## src/rtl/texture_tile_format_converter_top_assert.svh

```systemverilog
// assertion macros shared by the tiled texture converter modules
// no dependencies; each macro expects a clock and an active-high reset
`ifndef TEXTURE_TILE_FORMAT_CONVERTER_TOP_ASSERT_SVH
`define TEXTURE_TILE_FORMAT_CONVERTER_TOP_ASSERT_SVH

// same-cycle implication
`define TTFC_ASSERT_HOLDS(label, clk, rst, ante, cons) \
   label: assert property (@(posedge clk) disable iff (rst) (ante) |-> (cons)) \
      else $error("ttfc: same-cycle check failed");

// next-cycle implication
`define TTFC_ASSERT_NEXT(label, clk, rst, ante, cons) \
   label: assert property (@(posedge clk) disable iff (rst) (ante) |=> (cons)) \
      else $error("ttfc: next-cycle check failed");

`endif

```

## src/rtl/ttfc_pkg.sv

```systemverilog
// shared types and constants of the tiled texture converter
// no dependencies; imported by every module of the block
`default_nettype none

package ttfc_pkg;

   // size limits and fixed widths
   localparam int TTFC_MAX_SIDE    = 1024;
   localparam int TTFC_TILE_BYTES  = 32;
   localparam int TTFC_CSR_W       = 11;
   localparam int TTFC_CSR_IDX_W   = 2;
   localparam int TTFC_OFFSET_W    = 21;
   localparam int TTFC_INNER_W     = 5;
   localparam int TTFC_QUEUE_DEPTH = 2;

   localparam logic [TTFC_CSR_W-1:0] TTFC_SIDE_RESET = 11'd1024;

   // register indexes
   localparam logic [TTFC_CSR_IDX_W-1:0] CSR_FORMAT = 2'd0;
   localparam logic [TTFC_CSR_IDX_W-1:0] CSR_WIDTH  = 2'd1;
   localparam logic [TTFC_CSR_IDX_W-1:0] CSR_HEIGHT = 2'd2;

   // texel formats
   typedef enum logic [1:0] {
      FMT_I4     = 2'd0,
      FMT_IA4    = 2'd1,
      FMT_RGB565 = 2'd2,
      FMT_RGB5A3 = 2'd3
   } fmt_type;

   // write part codes
   typedef enum logic [1:0] {
      PART_WORD        = 2'd0,
      PART_BYTE        = 2'd1,
      PART_HIGH_NIBBLE = 2'd2,
      PART_LOW_NIBBLE  = 2'd3
   } part_type;

   // input pixel
   typedef struct packed {
      logic [7:0] red;
      logic [7:0] green;
      logic [7:0] blue;
      logic [7:0] alpha;
   } req_type;

   // tiled write
   typedef struct packed {
      logic [TTFC_OFFSET_W-1:0] byte_offset;
      logic [15:0]              write_data;
      logic [1:0]               write_part;
      logic                     last_pixel;
   } rsp_type;

   // fixed-width part of a classified pixel
   typedef struct packed {
      fmt_type                 fmt;
      req_type                 pixel;
      logic                    odd_column;
      logic [TTFC_INNER_W-1:0] inner;
      logic                    last;
   } desc_type;

endpackage

`default_nettype wire

```

## src/rtl/ttfc_front.sv

```systemverilog
// front end: configuration registers, pixel counters and tile classification
// depends on ttfc_pkg
`default_nettype none

module ttfc_front
   import ttfc_pkg::*;
#(
   parameter int MAX_SIDE = TTFC_MAX_SIDE,
   localparam int CNT_W    = $clog2(MAX_SIDE),
   localparam int SIDE_W   = $clog2(MAX_SIDE + 1),
   localparam int TCOORD_W = $clog2((MAX_SIDE - 1) / 4 + 1),
   localparam int TPR_W    = $clog2((MAX_SIDE + 3) / 4 + 1)
) (
   input  wire                       clock,
   input  wire                       reset,
   input  wire                       csr_write_en,
   input  wire  [TTFC_CSR_IDX_W-1:0] csr_index,
   input  wire  [TTFC_CSR_W-1:0]     csr_write_data,
   input  wire                       req_valid,
   output logic                      req_ready,
   input  req_type                   req_data,
   input  wire                       q_full,
   output logic                      q_push,
   output desc_type                  desc,
   output logic [TCOORD_W-1:0]       tile_row,
   output logic [TCOORD_W-1:0]       tile_col,
   output logic [TPR_W-1:0]          tiles_per_row
);

   // zero acts as one, oversize acts as the maximum
   function automatic logic [SIDE_W-1:0] clamp_side(input logic [TTFC_CSR_W-1:0] v);
      logic [SIDE_W-1:0] r;
      if (v == '0) begin
         r = SIDE_W'(1);
      end else if (32'(v) > MAX_SIDE) begin
         r = SIDE_W'(MAX_SIDE);
      end else begin
         r = SIDE_W'(v);
      end
      return r;
   endfunction

   fmt_type           fmt_ff, fmt_in;
   logic [SIDE_W-1:0] width_ff, width_in;
   logic [SIDE_W-1:0] height_ff, height_in;
   logic [CNT_W-1:0]  col_ff, col_in;
   logic [CNT_W-1:0]  row_ff, row_in;

   logic              accept;
   logic              col_end;
   logic              row_end;
   logic              img_end;
   logic [SIDE_W:0]   tpr_sum;

   assign req_ready = !q_full;
   assign accept    = req_valid && !q_full;
   assign q_push    = accept;

   // configuration writes, stored already clamped
   always_comb begin
      fmt_in    = fmt_ff;
      width_in  = width_ff;
      height_in = height_ff;
      if (csr_write_en) begin
         case (csr_index)
            CSR_FORMAT: fmt_in    = fmt_type'(csr_write_data[1:0]);
            CSR_WIDTH:  width_in  = clamp_side(csr_write_data);
            CSR_HEIGHT: height_in = clamp_side(csr_write_data);
            default: ;
         endcase
      end
   end

   // end of row and end of image
   assign col_end = (SIDE_W'(col_ff) + SIDE_W'(1)) >= width_ff;
   assign row_end = (SIDE_W'(row_ff) + SIDE_W'(1)) >= height_ff;
   assign img_end = col_end && row_end;

   // raster counters
   always_comb begin
      col_in = col_ff;
      row_in = row_ff;
      if (accept) begin
         if (col_end) begin
            col_in = '0;
            row_in = row_end ? '0 : row_ff + CNT_W'(1);
         end else begin
            col_in = col_ff + CNT_W'(1);
         end
      end
   end

   // tile geometry for the current format
   always_comb begin
      desc.fmt        = fmt_ff;
      desc.pixel      = req_data;
      desc.odd_column = col_ff[0];
      desc.last       = img_end;
      case (fmt_ff)
         FMT_I4: begin
            desc.inner = {row_ff[2:0], col_ff[2:1]};
            tile_row   = TCOORD_W'(row_ff >> 3);
            tile_col   = TCOORD_W'(col_ff >> 3);
            tpr_sum    = {1'b0, width_ff} + (SIDE_W + 1)'(7);
         end
         FMT_IA4: begin
            desc.inner = {row_ff[1:0], col_ff[2:0]};
            tile_row   = TCOORD_W'(row_ff >> 2);
            tile_col   = TCOORD_W'(col_ff >> 3);
            tpr_sum    = {1'b0, width_ff} + (SIDE_W + 1)'(7);
         end
         default: begin
            desc.inner = {row_ff[1:0], col_ff[1:0], 1'b0};
            tile_row   = TCOORD_W'(row_ff >> 2);
            tile_col   = TCOORD_W'(col_ff >> 2);
            tpr_sum    = {1'b0, width_ff} + (SIDE_W + 1)'(3);
         end
      endcase
      if (fmt_ff == FMT_I4 || fmt_ff == FMT_IA4) begin
         tiles_per_row = TPR_W'(tpr_sum >> 3);
      end else begin
         tiles_per_row = TPR_W'(tpr_sum >> 2);
      end
   end

   always_ff @(posedge clock) begin
      if (reset) begin
         fmt_ff    <= FMT_RGB565;
         width_ff  <= clamp_side(TTFC_SIDE_RESET);
         height_ff <= clamp_side(TTFC_SIDE_RESET);
         col_ff    <= '0;
         row_ff    <= '0;
      end else begin
         fmt_ff    <= fmt_in;
         width_ff  <= width_in;
         height_ff <= height_in;
         col_ff    <= col_in;
         row_ff    <= row_in;
      end
   end

`include "texture_tile_format_converter_top_assert.svh"

   // the image's final pixel brings both counters home
   `TTFC_ASSERT_NEXT(a_front_wrap, clock, reset, accept && img_end, {col_ff, row_ff} == '0)

endmodule

`default_nettype wire

```

## src/rtl/ttfc_queue.sv

```systemverilog
// short queue between the classifying front end and the write back end
// depends on ttfc_pkg for its depth
`default_nettype none

module ttfc_queue
   import ttfc_pkg::*;
#(
   parameter int WIDTH = 8
) (
   input  wire              clock,
   input  wire              reset,
   input  wire              push,
   input  wire  [WIDTH-1:0] wdata,
   output logic             full,
   output logic             valid,
   input  wire              pop,
   output logic [WIDTH-1:0] rdata
);

   localparam int PTR_W = $clog2(TTFC_QUEUE_DEPTH);
   localparam int CNT_W = $clog2(TTFC_QUEUE_DEPTH + 1);

   logic [WIDTH-1:0] entry_ff [TTFC_QUEUE_DEPTH];
   logic [PTR_W-1:0] wr_ptr_ff, wr_ptr_in;
   logic [PTR_W-1:0] rd_ptr_ff, rd_ptr_in;
   logic [CNT_W-1:0] count_ff, count_in;

   assign full  = count_ff == CNT_W'(TTFC_QUEUE_DEPTH);
   assign valid = count_ff != '0;
   assign rdata = entry_ff[rd_ptr_ff];

   // pointers wrap at the depth
   always_comb begin
      wr_ptr_in = wr_ptr_ff;
      rd_ptr_in = rd_ptr_ff;
      count_in  = count_ff;
      if (push) begin
         wr_ptr_in = (wr_ptr_ff == PTR_W'(TTFC_QUEUE_DEPTH - 1)) ? '0 : wr_ptr_ff + PTR_W'(1);
      end
      if (pop) begin
         rd_ptr_in = (rd_ptr_ff == PTR_W'(TTFC_QUEUE_DEPTH - 1)) ? '0 : rd_ptr_ff + PTR_W'(1);
      end
      if (push && !pop) begin
         count_in = count_ff + CNT_W'(1);
      end else if (pop && !push) begin
         count_in = count_ff - CNT_W'(1);
      end
   end

   always_ff @(posedge clock) begin
      if (reset) begin
         wr_ptr_ff <= '0;
         rd_ptr_ff <= '0;
         count_ff  <= '0;
      end else begin
         wr_ptr_ff <= wr_ptr_in;
         rd_ptr_ff <= rd_ptr_in;
         count_ff  <= count_in;
      end
   end

   // entry storage
   always_ff @(posedge clock) begin
      if (push) begin
         entry_ff[wr_ptr_ff] <= wdata;
      end
   end

`include "texture_tile_format_converter_top_assert.svh"

   `TTFC_ASSERT_HOLDS(a_queue_no_overflow, clock, reset, push, !full || pop)
   `TTFC_ASSERT_HOLDS(a_queue_no_underflow, clock, reset, pop, valid)

endmodule

`default_nettype wire

```

## src/rtl/ttfc_back.sv

```systemverilog
// back end: tile address multiply, texel packing and the output register
// depends on ttfc_pkg
`default_nettype none

module ttfc_back
   import ttfc_pkg::*;
#(
   parameter int MAX_SIDE = TTFC_MAX_SIDE,
   localparam int TCOORD_W = $clog2((MAX_SIDE - 1) / 4 + 1),
   localparam int TPR_W    = $clog2((MAX_SIDE + 3) / 4 + 1)
) (
   input  wire                 clock,
   input  wire                 reset,
   input  wire                 q_valid,
   output logic                q_pop,
   input  desc_type            desc,
   input  wire  [TCOORD_W-1:0] tile_row,
   input  wire  [TCOORD_W-1:0] tile_col,
   input  wire  [TPR_W-1:0]    tiles_per_row,
   output logic                rsp_valid,
   input  wire                 rsp_ready,
   output rsp_type             rsp_data
);

   localparam int PROD_W = TCOORD_W + TPR_W;
   localparam int TILE_W = PROD_W + 1;
   localparam int FULL_W = TILE_W + TTFC_INNER_W;

   logic              rsp_valid_ff, rsp_valid_in;
   rsp_type           rsp_ff, rsp_in;
   logic              take;
   logic [PROD_W-1:0] prod;
   logic [TILE_W-1:0] tile;
   logic [FULL_W-1:0] offset_full;
   logic [FULL_W+TTFC_OFFSET_W-1:0] offset_ext;
   logic [15:0]       data;
   part_type          part;
   logic [7:0]        r, g, b, a;

   assign take  = q_valid && (!rsp_valid_ff || rsp_ready);
   assign q_pop = take;

   // tile index and byte offset, wrapped to the offset width
   assign prod        = {{TPR_W{1'b0}}, tile_row} * {{TCOORD_W{1'b0}}, tiles_per_row};
   assign tile        = {1'b0, prod} + {{(TPR_W + 1){1'b0}}, tile_col};
   assign offset_full = {tile, desc.inner};
   assign offset_ext  = {{TTFC_OFFSET_W{1'b0}}, offset_full};

   assign r = desc.pixel.red;
   assign g = desc.pixel.green;
   assign b = desc.pixel.blue;
   assign a = desc.pixel.alpha;

   // texel packing per format
   always_comb begin
      case (desc.fmt)
         FMT_I4: begin
            if (desc.odd_column) begin
               data = {12'b0, a[7:4]};
               part = PART_LOW_NIBBLE;
            end else begin
               data = {8'b0, a[7:4], 4'b0};
               part = PART_HIGH_NIBBLE;
            end
         end
         FMT_IA4: begin
            data = {8'b0, a[7:4], r[7:4]};
            part = PART_BYTE;
         end
         FMT_RGB565: begin
            data = {r[7:3], g[7:2], b[7:3]};
            part = PART_WORD;
         end
         default: begin
            data = {1'b0, a[7:5], r[7:4], g[7:4], b[7:4]};
            part = PART_WORD;
         end
      endcase
   end

   // output register
   always_comb begin
      rsp_valid_in = rsp_valid_ff;
      rsp_in       = rsp_ff;
      if (take) begin
         rsp_valid_in        = 1'b1;
         rsp_in.byte_offset  = offset_ext[TTFC_OFFSET_W-1:0];
         rsp_in.write_data   = data;
         rsp_in.write_part   = 2'(part);
         rsp_in.last_pixel   = desc.last;
      end else if (rsp_ready) begin
         rsp_valid_in = 1'b0;
      end
   end

   always_ff @(posedge clock) begin
      if (reset) begin
         rsp_valid_ff <= 1'b0;
      end else begin
         rsp_valid_ff <= rsp_valid_in;
      end
   end

   always_ff @(posedge clock) begin
      rsp_ff <= rsp_in;
   end

   assign rsp_valid = rsp_valid_ff;
   assign rsp_data  = rsp_ff;

`include "texture_tile_format_converter_top_assert.svh"

   // a popped item always lands in the output register
   `TTFC_ASSERT_NEXT(a_back_take_shows, clock, reset, take, rsp_valid_ff)

endmodule

`default_nettype wire

```

## src/rtl/texture_tile_format_converter_top.sv

```systemverilog
// top level of the tiled texture converter: front end, queue and back end
// depends on ttfc_pkg, ttfc_front, ttfc_queue and ttfc_back
`default_nettype none

// Converts RGBA8 pixels arriving in raster order into tiled-texture writes
// (I4, IA4, RGB565 or RGB5A3), one write per pixel. The block sustains one
// item per clock while the output is taken: the front end classifies a pixel
// and updates the column and row counters in the cycle it is accepted, a
// two-entry queue holds it, and the back end does the tile-index multiply
// and texel packing into the output register, so a result passes through
// the queue and then the output register before it is offered. A stalled
// output only backs up the input once the output register and both queue
// entries are occupied. Configuration writes take effect for the next
// accepted pixel; there is no clearing pass after reset.
module texture_tile_format_converter_top
   import ttfc_pkg::*;
#(
   parameter int MAX_SIDE = TTFC_MAX_SIDE
) (
   input  wire                       clock,
   input  wire                       reset,
   input  wire                       csr_write_en,
   input  wire  [TTFC_CSR_IDX_W-1:0] csr_index,
   input  wire  [TTFC_CSR_W-1:0]     csr_write_data,
   input  wire                       req_valid,
   output logic                      req_ready,
   input  req_type                   req_data,
   output logic                      rsp_valid,
   input  wire                       rsp_ready,
   output rsp_type                   rsp_data
);

   localparam int TCOORD_W = $clog2((MAX_SIDE - 1) / 4 + 1);
   localparam int TPR_W    = $clog2((MAX_SIDE + 3) / 4 + 1);
   localparam int QW       = $bits(desc_type) + 2 * TCOORD_W + TPR_W;

   logic                q_push, q_pop, q_full, q_valid;
   logic [QW-1:0]       q_wdata, q_rdata;
   desc_type            f_desc, b_desc;
   logic [TCOORD_W-1:0] f_row, f_col, b_row, b_col;
   logic [TPR_W-1:0]    f_tpr, b_tpr;

   ttfc_front #(
      .MAX_SIDE(MAX_SIDE)
   ) u_front (
      .clock          (clock),
      .reset          (reset),
      .csr_write_en   (csr_write_en),
      .csr_index      (csr_index),
      .csr_write_data (csr_write_data),
      .req_valid      (req_valid),
      .req_ready      (req_ready),
      .req_data       (req_data),
      .q_full         (q_full),
      .q_push         (q_push),
      .desc           (f_desc),
      .tile_row       (f_row),
      .tile_col       (f_col),
      .tiles_per_row  (f_tpr)
   );

   // queue entry layout
   assign q_wdata = {f_desc, f_row, f_col, f_tpr};
   assign {b_desc, b_row, b_col, b_tpr} = q_rdata;

   ttfc_queue #(
      .WIDTH(QW)
   ) u_queue (
      .clock (clock),
      .reset (reset),
      .push  (q_push),
      .wdata (q_wdata),
      .full  (q_full),
      .valid (q_valid),
      .pop   (q_pop),
      .rdata (q_rdata)
   );

   ttfc_back #(
      .MAX_SIDE(MAX_SIDE)
   ) u_back (
      .clock         (clock),
      .reset         (reset),
      .q_valid       (q_valid),
      .q_pop         (q_pop),
      .desc          (b_desc),
      .tile_row      (b_row),
      .tile_col      (b_col),
      .tiles_per_row (b_tpr),
      .rsp_valid     (rsp_valid),
      .rsp_ready     (rsp_ready),
      .rsp_data      (rsp_data)
   );

endmodule

`default_nettype wire
```

## config.mk

```make
export PLATFORM = sky130hd
export DESIGN_NAME = texture_tile_format_converter_top
export DESIGN_NICKNAME = d
export VERILOG_FILES = /design/src/rtl/ttfc_pkg.sv /design/src/rtl/ttfc_front.sv /design/src/rtl/ttfc_queue.sv /design/src/rtl/ttfc_back.sv /design/src/rtl/texture_tile_format_converter_top.sv
export VERILOG_INCLUDE_DIRS = /design/src /design/src/rtl
export SDC_FILE = /design/constraint.sdc
export NUM_CORES = 1
export LEC_CHECK = 0
export BUFFER_PORTS_ARGS = -buffer_cell sky130_fd_sc_hd__buf_2
export CAP_MARGIN = 25
export CORE_ASPECT_RATIO = 0.9
export CORE_MARGIN = 5
export CORE_UTILIZATION = 49
export CTS_CLUSTER_SIZE = 24
export DETAILED_ROUTE_END_ITERATION = 12
export GPL_TIMING_DRIVEN = 0
export PLACE_DENSITY = 0.67
export SLEW_MARGIN = 15
export SYNTH_ARGS = -nofsm -noshare
export SYNTH_HDL_FRONTEND = slang
export SYNTH_HIERARCHICAL = 1
export SYNTH_SLANG_ARGS = --single-unit
```

## constraint.sdc

```tcl
create_clock -name clock -period 6.3 [get_ports clock]
set_input_delay 1.26 -clock clock [delete_from_list [all_inputs] [get_ports clock]]
set_output_delay 1.26 -clock clock [all_outputs]
set_load 0.05 [all_outputs]
```

==> results.cfg, run 1 <==
[final_layout]
fin_nets = 1262
drive_above_1_share_pct = 19.12
synthToLayoutAreaGrowth_pct = 11.62
layout_commonest_cell = edfxtp_1
most-common-layout-cells = 148 x edfxtp_1, 114 x nand2_1, 109 x inv_1
instances_no_fill = 1416
n_fill_cell = 1983
final_area_um2 = 12910
antennaDiodeCount = 0

[worst_setup_path]
end_kind = flip-flop
cp_max_fo = 10
crit_type = reg -> reg
cp.required_ps = 6480
cp-start-kind = flip-flop
worstPathArrival_ps = 5360
r2r_cells = 17

[drt]
post_drt_wl_per_cell_um = 15.56
wl_mm = 22.04
num_vias = 7424
wl_met1_mm = 10.60
top_layer = met4
drtAntennaViolNets = 0
wl_met2_mm = 10.15
drtIter0Drc = 466
first_pass_iters = 4
vias_per_cell = 5.243
route.detailed.drc = 0
wl_met3_mm = 1.062

[die]
initial_utilization_pct = 49.69
placementRows = 53
io_pins = 92
dieWidth_um = 171.9
die_area_um2 = 26780
coreArea_um2 = 23280
dieHeight_um = 155.7

[clocking]
ctsHoldBuffers = 0
clkLatencyLatePin_ps = 430
numCtsBuffers = 17
htree_levels = 4
clkSinkCount = 198
cts_resized = 0
clockBufferDepth = 2
cts-root-buf = clkbuf_16
cts_tree = yes
path_clk_slew_ps = 70
cts_setup_buffers = 0

[timing]
drv_slew = 0
relSlewSlack_pct = 46.28
worst_slew_pin_slew_ps = 803.8
tns_ps = 0
hold_viol_final = 0
period_share_pct = 82.33
setup_viol = 0
rsz0062_at_grt = false
holdWs_ps = 456.4
max_freq_ghz = 0.1928
fin_crit_ps = 5187
finalClockSkew_ps = 12.29

[hold_path]
holdCritPathClass = reg -> reg
hold_depth = 2

[flow_run]
drv_cap = 0

[logic_synthesis]
yosys_warnings = 6
syn_avg_cell_area_um2 = 11.34
synth_area_um2 = 11560
synth_nets = 1181
netlist_instances = 1020

[grt]
antenna_found_initial = 0
grt_pass1_wl_mm = 36.33
grt_overflow = 0
track_usage_pct = 16.84
grt_start_max_net_pins = 55
grt_pass1_vias = 7321

[place]
dp_hpwl_mm = 16.26
gp_congestion = 0.8641
port_buffers = 59
dpl_cell_area_um2 = 12330
placed_cells = 1384

[outcome]
status = finished, final reports clean
-- critical path, stage by stage (launching register included) --
cell      delay, ps
dfxtp_1         380
buf_6           200
buf_6           180
mux2_2          160
clkbuf_1        350
nand2_1         140
fa_1            520
fa_1            540
inv_1            50
fa_1            520
inv_1            50
fa_1            530
inv_1            40
ha_1            400
a21oi_1         260
a31oi_2         190
o41ai_2         330
xnor2_1         100
-- final timing paths --
path                              from                   end  slack [ps]
hold / removal    u_front/height_ff[7]  u_front/height_ff[7]         460
hold reg to reg   u_front/height_ff[7]  u_front/height_ff[7]         460
setup / recovery             flip-flop   u_back/rsp_data[37]        1110
setup reg to reg             flip-flop   u_back/rsp_data[37]        1110
-- layer usage --
metal | up-vias | track usage [%]
met4 | 0 | 3.855
met2 | 137 | 27.18
met3 | 13 | 3.344
met5 | - | 0
met1 | 3590 | 23.71
li1 | 3684 | -
-- flip-flops by register name, summed over array words and instances (netlist names), 2 cells and up, named ones only --
name,count
u_front/col_ff,10
u_queue/entry_ff,108
u_front/row_ff,10
u_front/fmt_ff,2
u_back/rsp_data,40
u_queue/count_ff,2
u_front/width_ff,11
u_front/height_ff,11
-- stage by stage --
stage,setup slack (ps),utilization (%)
after floorplan,791.4,-
after global placement,-912.1,52.58
after detailed placement,1113,52.96
after CTS,1090,55.46
after global routing,841.5,55.46
final,1113,55.46
-- area by class of cell --
type	instances	area, um^2	area share [%]
Sequential cell	198	5445	42.18
Clock inverter	15	156.4	1.212
Timing Repair Buffer	62	362.8	2.811
Buffer	56	340.3	2.636
Clock buffer	17	425.4	3.296
Tap cell	302	377.9	2.927
Inverter	111	416.7	3.228
Multi-Input combinational cell	655	5384	41.71
Power of run 1 is not shown: default switching activity piles up to over one toggle a cycle in this logic, so the estimate is an artifact.
==> inputs of run 2 (changes only) <==
PLACE_DENSITY = 0.7   (was 0.67)
clock period = 4.55 ns   (was 6.3 ns; I/O delays follow)
==> results.cfg, run 2 (synthesized netlist as in run 1, its figures left out) <==
[outcome]
status = finished with violations
violations = negative setup slack

[drt]
route.detailed.drc = 0
wl_mm = 22.62
first_pass_iters = 7
wl_met1_mm = 10.53
wl_met3_mm = 1.127
vias_per_cell = 5.281
post_drt_wl_per_cell_um = 15.72
wl_met2_mm = 10.79
top_layer = met4
drtIter0Drc = 460
drtAntennaViolNets = 0
num_vias = 7600

[place]
dpl_cell_area_um2 = 12400
gp_congestion = 0.8577
port_buffers = 59
dp_hpwl_mm = 16.21

[timing]
rsz0062_at_grt = true
worst_slew_pin_slew_ps = 757.8
hold_viol_final = 0
drv_slew = 0
period_share_pct = 100.4
tns_ps = -19.17
max_freq_ghz = 0.2189
fin_crit_ps = 4569
finalClockSkew_ps = 14.57
setup_ws_ps = -19.17
setup_viol = 1
relSlewSlack_pct = 49.48

[die]
initial_utilization_pct = 49.69
coreArea_um2 = 23280
io_pins = 92
dieHeight_um = 155.7
dieWidth_um = 171.9
placementRows = 53
die_area_um2 = 26780

[clocking]
clkLatencyLatePin_ps = 440
path_clk_slew_ps = 80
clkSinkCount = 198
cts-root-buf = clkbuf_16
numCtsBuffers = 17
htree_levels = 4
ctsHoldBuffers = 0
cts_tree = yes
clockBufferDepth = 2

[worst_setup_path]
max_stage_delay_ps = 550
end_kind = flip-flop
worstPathArrival_ps = 4760
cp_common_cell = fa_1
crit_chain = buf_12, buf_12, mux2_4, buf_6, and2_4, fa_1, fa_1, fa_1, inv_1, fa_1, inv_2, ha_4, o211ai_1, a31oi_4, o221a_1, xnor2_1
cp.required_ps = 4740
cp-start-kind = flip-flop
r2r_cells = 16
reg2reg_slack_ps = -20
crit_slowest_cell = fa_1
worst_r2r_endpoint = u_back/rsp_data[39]
cp_max_fo = 5
crit_type = reg -> reg

[final_layout]
synthToLayoutAreaGrowth_pct = 16.35
n_fill_cell = 1893
most-common-layout-cells = 148 x edfxtp_1, 112 x nand2_1, 105 x inv_1
largest_reg_flops = 108
final_area_um2 = 13460
layout_commonest_cell = edfxtp_1
antennaDiodeCount = 0
fin_nets = 1285
drive_above_1_share_pct = 23.83
regMostFlops = u_queue/entry_ff

[flow_run]
drv_cap = 0

[hold_path]
hold_depth = 2
min_from = u_front/height_ff[2]
holdCritPathClass = reg -> reg
min_to = u_front/height_ff[2]

[grt]
grt_pass1_vias = 7477
track_usage_pct = 17.59
antenna_found_initial = 0
grt_pass1_wl_mm = 37.92
grt_start_max_net_pins = 55
grt_overflow = 0
run 2: critical path, delay by kind of cell, from the launching register on:
kind | cells | cell delay (ps)
AOI/OAI and AO/OA | 3 | 620
DFF | 1 | 360
and+or+nand+nor | 1 | 130
muxes | 1 | 330
buffers and inverters | 5 | 490
adders and majority gates | 5 | 2310
xor gates and xnor gates | 1 | 80
run 2: final cells by class:
type	count	area, um^2	share of cell area (%)
clock inverters	15	206.4	1.534
well taps	302	377.9	2.808
plain buffers	52	350.3	2.604
repair buffers	89	594.3	4.417
clock buffers	17	425.4	3.162
flip-flops and latches	198	5449	40.50
inverters	111	416.7	3.097
multi-input cells	655	5635	41.88
run 2: routing by layer:
metal,vias to the layer above,global-route usage (%)
met5,-,0
met4,0,3.892
met3,12,3.167
li1,3737,-
met1,3679,25.01
met2,172,28.41
run 2: how the worst max path moves through the flow:
stage | depth (start not counted) | from | slack (ps) | end
after floorplan | 16 | flip-flop | -7 | u_back/rsp_data[38]
after global placement | 3 | req_valid | -1280 | u_queue/entry_ff[0][24]
after detailed placement | 18 | flip-flop | -380 | u_back/rsp_data[39]
after CTS | 16 | flip-flop | -30 | u_back/rsp_data[39]
after global routing | 16 | flip-flop | -180 | u_back/rsp_data[39]
final | 16 | flip-flop | -20 | u_back/rsp_data[39]
run 2: metrics by stage:
step	util, %	instances	setup WS [ps]	hold WS, ps
after floorplan	-	1020	-6.848	423.7
after CTS	57.31	1431	-32.25	459.2
after global routing	57.81	1439	-181.3	481.4
after detailed placement	53.28	1384	-383.4	448.1
final	57.81	1439	-19.17	456.8
after global placement	52.89	1381	-1283	446.7
run 2: what timing repair did:
| action | CTS | global route |
|---|---|---|
| cloned | 1 | 0 |
| resized for setup | 45 | 13 |
| endpoints found under the setup margin | 9 | 7 |
| setup buffers | 18 | 9 |
| pin swaps | 35 | 23 |
Power of run 2 is left out for the same reason.
==> inputs of run 3 (changes only) <==
SYNTH_HIERARCHICAL = not set   (was 1)
==> results.cfg, run 3 <==
[grt]
grt_overflow = 0
grt_pass1_vias = 8143
antenna_found_initial = 0
grt_start_max_net_pins = 53
track_usage_pct = 19.75
grt_pass1_wl_mm = 41.21

[hold_path]
holdCritPathClass = reg -> reg

[final_layout]
layout_commonest_cell = edfxtp_1
fin_nets = 1347
largest_reg_flops = 108
multi_input_area_um2 = 5854
final_area_um2 = 13770
synthToLayoutAreaGrowth_pct = 19.95
regArea_um2 = 5446
n_fill_cell = 1889
most-common-layout-cells = 148 x edfxtp_1, 114 x nand2_1, 109 x inv_1
instances_no_fill = 1501
drive_above_1_share_pct = 22.35
regMostFlops = u_queue.entry_ff
antennaDiodeCount = 0

[logic_synthesis]
syn_avg_cell_area_um2 = 10.88
synth.most_common_cell = edfxtp_1
synth_area_um2 = 11480
ys_seq_area_share_pct = 47.43
synth_area_leaders = edfxtp_1 39%, dfxtp_1 8.7%, fa_1 8.5%
synth_compound_area_share_pct = 8.894
netlist_instances = 1055
synth_xor_xnor_area_share_pct = 2.441
synth_common_cells = 148 x edfxtp_1, 117 x nand2_1, 116 x inv_1
synth_top_family_by_area = adder cells
synth_seq_cells = 198
synth_mux_area_share_pct = 8.360
synth_edf_count = 148
synthArstFlopShare_pct = 0
ys_types = 59
yosysTopAreaCell = edfxtp_1
synth_nets = 1216
ys.flop_type = edfxtp_1
synth_top_area_share_pct = 38.71
yosys_warnings = 0
synth-simple-area-share_pct = 12.45
synthAdderAreaFrac_pct = 15.30

[clocking]
clkLatencyLatePin_ps = 460
numCtsBuffers = 17
cts-root-buf = clkbuf_16
path_clk_slew_ps = 90
clkSinkCount = 198
cts_tree = yes
clockBufferDepth = 2
htree_levels = 4

[timing]
relSlewSlack_pct = 51.67
worst_slew_pin_slew_ps = 723.7
period_share_pct = 104.5
setup_viol = 5
tns_ps = -505.4
fin_crit_ps = 4756
rsz0062_at_grt = true
drv_slew = 0
finalClockSkew_ps = 16.41
holdWs_ps = 465.6
setup_ws_ps = -206.0
max_freq_ghz = 0.2103
hold_viol_final = 0

[place]
dpl_cell_area_um2 = 12540
port_buffers = 78
gp_congestion = 0.8732
placed_cells = 1439
dp_hpwl_mm = 18.57

[drt]
top_layer = met4
post_drt_wl_per_cell_um = 17.06
first_pass_iters = 5
drtIter0Drc = 581
num_vias = 8182
wl_mm = 25.61
wl_met2_mm = 12.23
wl_met1_mm = 11.29
route.detailed.drc = 0
drtAntennaViolNets = 0
wl_met3_mm = 1.393
vias_per_cell = 5.451

[worst_setup_path]
cp_max_fo = 7
worst-path-buf-inv = 7
max_stage_delay_ps = 530
r2r_cells = 20
end_kind = flip-flop
cp.required_ps = 4760
critPathTopFamily = adder cells
crit_chain = buf_8, buf_12, buf_12, mux2i_4, nor2_2, fa_1, inv_2, fa_1, inv_2, fa_1, inv_1, fa_1, inv_2, ha_4, o21a_1, o31a_1, o211ai_1, nand2_1, a221oi_2, xnor2_1
cp-start-kind = flip-flop
crit_type = reg -> reg
cp.depth = 20
setup.worst_path.end = u_back.rsp_data[39]
worst_r2r_endpoint = u_back.rsp_data[39]
crit_slowest_cell = fa_1
cp_common_cell = fa_1
reg2reg_slack_ps = -210
worstPathArrival_ps = 4970

[outcome]
violations = negative setup slack
status = finished with violations

[flow_run]
drv_cap = 0

[die]
coreArea_um2 = 23210
io_pins = 92
dieWidth_um = 171.3
die_area_um2 = 26590
dieHeight_um = 155.2
placementRows = 53
initial_utilization_pct = 49.46
==> run 3: per-stage QoR <==
step                setup WS (ps)  util, %
global placement            -1240    53.60
finish                     -206.0    59.33
detailed placement         -459.3    54.03
global route               -423.6    59.33
CTS                        -204.1    58.67
floorplan                  -10.48        -
==> run 3: kinds of logic after synthesis <==
logic type,Yosys count
AO/OA/AOI/OAI,163
XOR/XNOR,32
adder cells (fa/ha/maj),111
buffers and inverters,153
flip-flops,198
multiplexers,90
AND/OR/NAND/NOR,308
==> run 3: tightest hold or removal path: stages (launching register included) <==
cell	delay (ps)
dfxtp_1	320
nand2_1	50
a21oi_1	50
==> run 3: metal layers <==
metal,track usage (%),vias up
li1,-,3939
met1,26.91,3949
met2,31.67,256
met3,2.973,38
met4,8.336,0
met5,0,-
==> run 3: how the worst min path moves through the flow <==
stage | startpoint | to | cells after the start
floorplan | u_front.fmt_ff[0] | u_queue.entry_ff[0][64] | 0
global placement | u_front.height_ff[7] | u_front.height_ff[7] | 2
detailed placement | u_front.height_ff[7] | u_front.height_ff[7] | 2
CTS | u_front.height_ff[7] | u_front.height_ff[7] | 2
global route | u_front.height_ff[5] | u_front.height_ff[5] | 2
finish | u_front.height_ff[4] | u_front.height_ff[4] | 2
==> run 3: final cells by class <==
type	instances	area share [%]
Buffer	35	1.854
Inverter	118	3.217
Sequential cell	198	39.55
Clock buffer	17	3.089
Tap cell	302	2.744
Timing Repair Buffer	112	5.525
Multi-Input combinational cell	704	42.52
Clock inverter	15	1.499
==> run 3: repair_timing <==
| action | CTS | global route |
|---|---|---|
| gates cloned | 1 | 0 |
| buffers inserted | 19 | 10 |
| hold buffers | 0 | 0 |
| setup endpoints to repair | 8 | 8 |
| pin swaps | 20 | 23 |
| resized for setup | 50 | 17 |
Power of run 3 is left out for the same reason.
